===== config.mk =====
export PLATFORM = sky130hd
export DESIGN_NAME = capture_frequency_meter
export DESIGN_NICKNAME = d
export VERILOG_FILES = /design/src/design/cfm_pkg.sv /design/src/design/capture_frequency_meter.sv
export SDC_FILE = /design/constraint.sdc
export NUM_CORES = 1
export LEC_CHECK = 0
export BUFFER_PORTS_ARGS = -buffer_cell sky130_fd_sc_hd__buf_2
export CAP_MARGIN = 10
export CELL_PAD_IN_SITES_DETAIL_PLACEMENT = 1
export CELL_PAD_IN_SITES_GLOBAL_PLACEMENT = 2
export CORE_MARGIN = 5
export CORE_UTILIZATION = 40
export DETAILED_ROUTE_END_ITERATION = 12
export PLACE_DENSITY = 0.79
export SYNTH_ARGS = -nofsm -noshare
export SYNTH_HDL_FRONTEND = slang
export SYNTH_SLANG_ARGS = --single-unit

===== constraint.sdc =====
create_clock -name aclk -period 4.6 [get_ports aclk]
set_input_delay 0.46 -clock aclk [delete_from_list [all_inputs] [get_ports aclk]]
set_output_delay 0.46 -clock aclk [all_outputs]
set_load 0.005 [all_outputs]

===== src/design/cfm_pkg.sv =====
package cfm_pkg;

    localparam int CHANNELS = 4;

    localparam int CH_W    = 2;
    localparam int COUNT_W = 16;
    localparam int CFG_W   = 24;
    localparam int FREQ_W  = 24;

    localparam int S_TDATA_W = 24;
    localparam int M_TDATA_W = 48;

    localparam int BIT_CNT_W = $clog2(FREQ_W);

    localparam logic [CFG_W-1:0] TICK_RATE_RESET = 24'd1000000;
    localparam logic [CFG_W-1:0] MIN_FREQ_RESET  = 24'd100;

    // register indexes on the configuration port
    localparam logic REG_TICK_RATE = 1'b0;
    localparam logic REG_MIN_FREQ  = 1'b1;

    // controller states
    localparam logic [1:0] ST_IDLE = 2'd0;
    localparam logic [1:0] ST_DIV  = 2'd1;
    localparam logic [1:0] ST_FIN  = 2'd2;

endpackage


===== src/design/capture_frequency_meter.sv =====
// A first capture of a pair is absorbed with no result word; a second capture runs the
// bit-serial restoring divider in ST_DIV, then the min test in ST_FIN loads the output
// register. The next word is accepted only once that division and its result are done;
// the one-bit-per-cycle divider sets its length, and ST_FIN waits while the output stalls.
// reset (aresetn low, synchronous): channels disarmed, output empty, tick_rate 1000000, min_freq 100
module capture_frequency_meter
    import cfm_pkg::*;
(
    input  logic                 aclk,
    input  logic                 aresetn,

    input  logic                 s_tvalid,
    output logic                 s_tready,
    input  logic [S_TDATA_W-1:0] s_tdata,   // channel[1:0], capture_count[17:2], zero pad

    output logic                 m_tvalid,
    input  logic                 m_tready,
    output logic [M_TDATA_W-1:0] m_tdata,   // out_channel[1:0], period[17:2],
                                            // frequency[41:18], zero pad

    input  logic                 cfg_we,
    input  logic                 cfg_index,
    input  logic [CFG_W-1:0]     cfg_data
);

    logic [1:0]           state_reg, state_next;
    logic [CFG_W-1:0]     tick_rate_reg;
    logic [CFG_W-1:0]     min_freq_reg;
    logic [CHANNELS-1:0]  armed_reg;
    logic [COUNT_W-1:0]   first_count_reg [CHANNELS];

    logic [CH_W-1:0]      ch_reg;
    logic [COUNT_W-1:0]   per_reg;
    logic [COUNT_W-1:0]   rem_reg;
    logic [FREQ_W-1:0]    quo_reg;
    logic [BIT_CNT_W-1:0] bit_cnt_reg;

    logic                 m_tvalid_reg;
    logic [CH_W-1:0]      m_ch_reg;
    logic [COUNT_W-1:0]   m_per_reg;
    logic [FREQ_W-1:0]    m_freq_reg;

    logic [CH_W-1:0]      in_ch;
    logic [COUNT_W-1:0]   in_count;
    logic                 in_accept;
    logic                 ch_present;
    logic [COUNT_W-1:0]   diff;
    logic [COUNT_W-1:0]   per_calc;
    logic [COUNT_W:0]     rem_shift;
    logic                 rem_ge;
    logic [COUNT_W:0]     rem_sub;
    logic                 out_free;
    logic                 last_bit;

    assign in_ch      = s_tdata[CH_W-1:0];
    assign in_count   = s_tdata[CH_W+COUNT_W-1:CH_W];
    assign s_tready   = (state_reg == ST_IDLE);
    assign in_accept  = s_tvalid && s_tready;
    assign ch_present = (32'(in_ch) < CHANNELS);

    // wrapped period, equal counts read as one tick
    assign diff     = in_count - first_count_reg[in_ch];
    assign per_calc = (diff == '0) ? COUNT_W'(1) : diff;

    // one restoring division step per cycle
    assign rem_shift = {rem_reg, quo_reg[FREQ_W-1]};
    assign rem_sub   = rem_shift - {1'b0, per_reg};
    assign rem_ge    = (rem_shift >= {1'b0, per_reg});
    assign last_bit  = (bit_cnt_reg == BIT_CNT_W'(FREQ_W - 1));

    assign out_free = !m_tvalid_reg || m_tready;

    always_comb begin
        state_next = state_reg;
        case (state_reg)
            ST_IDLE: begin
                if (in_accept && ch_present && armed_reg[in_ch]) begin
                    state_next = ST_DIV;
                end
            end
            ST_DIV: begin
                if (last_bit) begin
                    state_next = ST_FIN;
                end
            end
            ST_FIN: begin
                if (out_free) begin
                    state_next = ST_IDLE;
                end
            end
            default: state_next = ST_IDLE;
        endcase
    end

    always_ff @(posedge aclk) begin
        if (!aresetn) begin
            state_reg     <= ST_IDLE;
            tick_rate_reg <= TICK_RATE_RESET;
            min_freq_reg  <= MIN_FREQ_RESET;
            armed_reg     <= '0;
            m_tvalid_reg  <= 1'b0;
        end else begin
            state_reg <= state_next;
            if (cfg_we) begin
                case (cfg_index)
                    REG_TICK_RATE: tick_rate_reg <= cfg_data;
                    REG_MIN_FREQ:  min_freq_reg  <= cfg_data;
                    default: ;
                endcase
            end
            if (in_accept && ch_present) begin
                armed_reg[in_ch] <= !armed_reg[in_ch];
            end
            if (state_reg == ST_FIN && out_free) begin
                m_tvalid_reg <= 1'b1;
            end else if (m_tready) begin
                m_tvalid_reg <= 1'b0;
            end
        end
    end

    // payload registers
    always_ff @(posedge aclk) begin
        if (in_accept && ch_present && !armed_reg[in_ch]) begin
            first_count_reg[in_ch] <= in_count;
        end
        if (state_reg == ST_IDLE) begin
            ch_reg      <= in_ch;
            per_reg     <= per_calc;
            rem_reg     <= '0;
            quo_reg     <= tick_rate_reg;
            bit_cnt_reg <= '0;
        end else if (state_reg == ST_DIV) begin
            rem_reg     <= rem_ge ? rem_sub[COUNT_W-1:0] : rem_shift[COUNT_W-1:0];
            quo_reg     <= {quo_reg[FREQ_W-2:0], rem_ge};
            bit_cnt_reg <= bit_cnt_reg + BIT_CNT_W'(1);
        end
        if (state_reg == ST_FIN && out_free) begin
            m_ch_reg   <= ch_reg;
            m_per_reg  <= per_reg;
            m_freq_reg <= (quo_reg < min_freq_reg) ? '0 : quo_reg;
        end
    end

    assign m_tvalid = m_tvalid_reg;
    assign m_tdata  = {(M_TDATA_W - CH_W - COUNT_W - FREQ_W)'(0),
                       m_freq_reg, m_per_reg, m_ch_reg};

    a_period_nonzero: assert property (@(posedge aclk) disable iff (!aresetn)
        m_tvalid |-> (m_tdata[CH_W+COUNT_W-1:CH_W] != '0))
        else $error("result word with zero period");

    a_freq_above_min: assert property (@(posedge aclk) disable iff (!aresetn)
        (state_reg == ST_FIN && out_free) |=>
            (m_freq_reg == '0 || m_freq_reg >= min_freq_reg))
        else $error("nonzero frequency below min_freq");

    a_div_length: assert property (@(posedge aclk) disable iff (!aresetn)
        (state_reg == ST_DIV && last_bit) |=> (state_reg == ST_FIN))
        else $error("divider did not finish after its last bit");

    a_second_starts_div: assert property (@(posedge aclk) disable iff (!aresetn)
        (in_accept && ch_present && armed_reg[in_ch]) |=>
            (state_reg == ST_DIV && !armed_reg[ch_reg]))
        else $error("second capture did not start a division");

endmodule

==> results.txt <==
----------------------------------------------------
[Power and ir drop]
  Internal ... 3.632 mW
  Reported leakage power ... 4.722 nW
  PD cells ... 394.9 nW/um2
  Net switching power figure ... 1.264 mW
  Worst ir drop on vdd ... 0.2951 mV
  Part of the total power dissipated in sequential elements ... 0.478
  Proportion of power drawn by combinational gates ... 0.127
  Switching portion of total power ... 0.2582
  Share of power burned in the clock network ... 0.395
  Final Power ... 4.896 mW

[Critical path]
  Max FO, Critical Path ... 2
  Chain of cells forming the critical path ... mux4_2 > ha_1 > inv_1 > fa_1 > or2b_2 > or4_1 > or4_1 > or4_1 > o41ai_2
  Most used cell along the critical path ... sky130_fd_sc_hd__or4_1
  Crit path kind ... reg2reg
  Cell at the slowest stage of the critical path ... sky130_fd_sc_hd__or4_1
  Largest stage delay on the critical path ... 510 ps
  Gate family responsible for the most delay along the worst path ... simple AND/OR/NAND/NOR gates
  Startpoint Class ... register
  Worst setup EP type ... register
  Required time of the critical path ... 4950 ps
  Critical Path AT ... 3920 ps
  Critical path buffer and inverter count ... 1

[Detailed routing]
  1st-iter DRT viols ... 344
  Detailed-router iteration count before antenna repair ... 4
  Via density ... 5.285
  Post-route DRC violation count ... 0
  Post-Route WL ... 26,410 um
  Antenna viol nets, final ... 0
  Mean routed wirelength per cell ... 18.69 um
  Number of vias after detailed routing ... 7,468

[Timing]
  Pins over their slew limit ... 0
  Post-Route Hold Slack ... 157.8 ps
  Final setup TNS ... 0 ps
  Highest Clock Rate ... 0.2796 GHz
  Number of hold-slack violations in the final timing report ... 0
  Setup Viol. Count Final ... 0
  Rel. slew slack ... 0.2836
  Time the final worst path needs with I/O delays and setup ... 3576 ps
  Worst clock skew on the final layout ... 16.13 ps
  Unrepaired setup endpoints after global routing ... false
  Final period utilization ... 0.7774
  Slack of the critical path ... 1024 ps
  Actual transition at the worst max-transition pin ... 1075 ps

[Placement]
  Half-perimeter wire length after placement ... 18,310 um
  Final weighted congestion in routability-driven placement ... 0.7831
  Placement Setup Slack ... 517.2 ps
  Count of input and output buffers ... 91

[CTS]
  TritonCTS clock tree ... yes
  Clock tree root buffer cell ... sky130_fd_sc_hd__clkbuf_16
  Clk pin slew, worst setup/hold paths ... 60 ps
  H-tree level count ... 1
  Buffers inserted by post-CTS timing repair ... 0
  Maximum root-to-sink buffer count ... 3
  Count of hold-fix buffers inserted at cts ... 0
  Number of clock buffers inserted by TritonCTS ... 26
  # resized after CTS ... 0
  Clock Sink Count ... 224
  Clock network latency to the later pin of the worst-skew pair ... 530 ps

[Run]
  Max-cap viol count ... 0

[Logic synthesis]
  Synthesized netlist cell count ... 964
  Number of unique standard cell types used by synthesis ... 57
  Fraction of registers with async set/reset ... 0
  Syn Area/Cell ... 11.15 um2
  Yosys warns ... 0
  Number of storage elements in the synthesis netlist ... 224
  Fraction of the yosys area taken by sequential cells ... 0.5549
  Mapped cell area ... 10,750 um2
  Count of flip-flops with a built-in enable after synthesis ... 148
  Most common flop cell mapped by yosys ... sky130_fd_sc_hd__edfxtp_1

[Floorplan]
  Placement Rows ... 60
  Horizontal die dimension ... 173.9 um
  IO Pins ... 104
  Initial core utilization ... 0.4022
  Placeable Area ... 26,730 um2
  Die footprint ... 30,260 um2
  Chip Height ... 173.9 um

[Global route]
  Initial antenna violation count ... 0
  Global-route wire length before repair ... 42,410 um
  GR Util All Layers ... 0.1713
  Vias in the first global route ... 7,884
  Leftover overflow at the end of global routing ... 0
  Maximum number of pins on one net before global-route repair ... 56

[Run status]
  Status ... finished clean

[Finish]
  Fillers ... 2,921
  Ant diodes ... 0
  Layout Nets ... 1,166
  Combined area of the multi-input logic cells ... 4385 um2
  Area growth, synth to finish ... 15.33%
  Proportion of layout cells with a drive suffix above 1 ... 0.1810
  Flip-flop and latch area ... 5966 um2
  Flip-flop count of the largest register, all copies and words added ... 64

[Hold path]
  Worst min-delay path class ... in2reg

----------------------------------------------------
## synth_stat cells (2+ instances only)
cell type / number / share of area
sky130_fd_sc_hd__o41ai_1: 2 / 0.0016
sky130_fd_sc_hd__clkbuf_1: 37 / 0.013
sky130_fd_sc_hd__mux4_2: 17 / 0.036
sky130_fd_sc_hd__o31a_1: 3 / 0.0024
sky130_fd_sc_hd__nand3_1: 41 / 0.019
sky130_fd_sc_hd__o31ai_1: 2 / 0.0014
sky130_fd_sc_hd__o21ai_0: 30 / 0.014
sky130_fd_sc_hd__nand4_1: 6 / 0.0035
sky130_fd_sc_hd__nor3_1: 12 / 0.0056
sky130_fd_sc_hd__buf_1: 4 / 0.0014
sky130_fd_sc_hd__a21oi_1: 26 / 0.012
sky130_fd_sc_hd__a22o_1: 4 / 0.0033
sky130_fd_sc_hd__a21o_1: 11 / 0.0077
sky130_fd_sc_hd__mux2_2: 23 / 0.024
sky130_fd_sc_hd__and2_1: 8 / 0.0047
sky130_fd_sc_hd__dfxtp_1: 76 / 0.14
sky130_fd_sc_hd__a221oi_1: 6 / 0.0049
sky130_fd_sc_hd__nand2b_1: 5 / 0.0029
sky130_fd_sc_hd__o211ai_1: 28 / 0.020
sky130_fd_sc_hd__nand2_1: 185 / 0.065
sky130_fd_sc_hd__and3_1: 2 / 0.0012
sky130_fd_sc_hd__mux2i_1: 10 / 0.0093
sky130_fd_sc_hd__buf_4: 6 / 0.0042
sky130_fd_sc_hd__or3_1: 5 / 0.0029
sky130_fd_sc_hd__xnor2_1: 14 / 0.011
sky130_fd_sc_hd__nor2_1: 24 / 0.0084
sky130_fd_sc_hd__xor2_1: 6 / 0.0049
sky130_fd_sc_hd__ha_1: 56 / 0.065
sky130_fd_sc_hd__a211oi_1: 5 / 0.0035
sky130_fd_sc_hd__fa_1: 2 / 0.0037
sky130_fd_sc_hd__nor4_1: 2 / 0.0012
sky130_fd_sc_hd__or4_1: 5 / 0.0035
sky130_fd_sc_hd__o21a_1: 11 / 0.0077
sky130_fd_sc_hd__a21boi_0: 41 / 0.029
sky130_fd_sc_hd__inv_1: 66 / 0.023
sky130_fd_sc_hd__o21ai_1: 3 / 0.0014
sky130_fd_sc_hd__nor2b_1: 8 / 0.0047
sky130_fd_sc_hd__o21bai_1: 4 / 0.0028
sky130_fd_sc_hd__a211o_1: 2 / 0.0016
sky130_fd_sc_hd__edfxtp_1: 148 / 0.41
sky130_fd_sc_hd__a31oi_1: 2 / 0.0012
## cell type report
| cell class | instances | area share |
|---|---|---|
| sequential | 224 | 0.4812 |
| timing repair buffer | 105 | 0.04582 |
| multi-input combinational | 631 | 0.3537 |
| clock buffer | 31 | 0.05480 |
| inverter | 66 | 0.01998 |
| clock inverter | 15 | 0.01009 |
| tap | 341 | 0.03441 |
## logic make-up (layout without fill, tap and decap cells)
| group | Yosys count | in the layout | share of synthesized area |
|---|---|---|---|
| compound gates | 188 | 188 | 0.1210 |
| xor+xnor | 21 | 21 | 0.01781 |
| fa+ha+maj | 58 | 58 | 0.06890 |
| buf+inv | 114 | 217 | 0.04201 |
| flops | 224 | 224 | 0.5549 |
| mux | 50 | 50 | 0.06902 |
| other cells | 1 | 6 | 0.0003488 |
| simple gates | 308 | 308 | 0.1259 |
## cells in the final DEF, fill, tap and decap left out, drive strengths merged, types with 4 or more instances in the layout
master,instances
mux4,17
a221oi,6
xnor2,15
a22o,4
clkinvlp,4
mux2i,10
xor2,6
nor3,12
a21oi,27
a211oi,5
nor2b,8
nand2b,5
buf,105
nand2,185
o21a,11
conb,6
nand3,41
and2,8
a21o,11
clkbuf,31
o21bai,4
dfxtp,76
clkinv,8
inv,68
o211ai,28
or3,5
edfxtp,148
or4,5
mux2,23
nand4,6
a21boi,41
nor2,24
o21ai,33
ha,56
## routing by layer
layer,share of wire,track usage
met1,0.46,0.2290
met3,0.032,0.02588
met4,0.018,0.03497
met2,0.49,0.2977
met5,0,0
## tightest hold or removal path, stage by stage
cell	delay [ps]
sky130_fd_sc_hd__buf_2	90
sky130_fd_sc_hd__nand2_1	40
sky130_fd_sc_hd__nand3_1	60
## final timing paths
path	cells after the start	slack (ps)	startpoint	endpoint
max	9	1020	first_count_reg[3][0]$_DFFE_PP_	per_reg[0]$_SDFFCE_PN1P_
min	3	160	cfg_data[17]	tick_rate_reg[17]$_SDFFE_PN1P_
max reg2reg	9	1020	first_count_reg[3][0]$_DFFE_PP_	per_reg[0]$_SDFFCE_PN1P_
min reg2reg	0	430	ch_reg[1]$_DFFE_PP_	m_ch_reg[1]$_DFFE_PP_
## stage by stage
| step | instances | instance area, um2 | utilization |
|---|---|---|---|
| after floorplan | 969 | 10770 | - |
| after global placement | 1366 | 11580 | 0.4332 |
| after detailed placement | 1366 | 11580 | 0.4332 |
| after CTS | 1412 | 12380 | 0.4633 |
| after global routing | 1413 | 12400 | 0.4639 |
| final | 1413 | 12400 | 0.4639 |
## power by group through the flow
stage,sequential (mW),clock (mW),combinational (mW)
after floorplan,2.35,0,0.456
after global placement,2.38,0,0.610
after detailed placement,2.39,0,0.625
after CTS,2.34,1.99,0.632
after global routing,2.35,2.07,0.703
final,2.34,1.93,0.622
No activity file was read; power rests on OpenSTA's default activity.
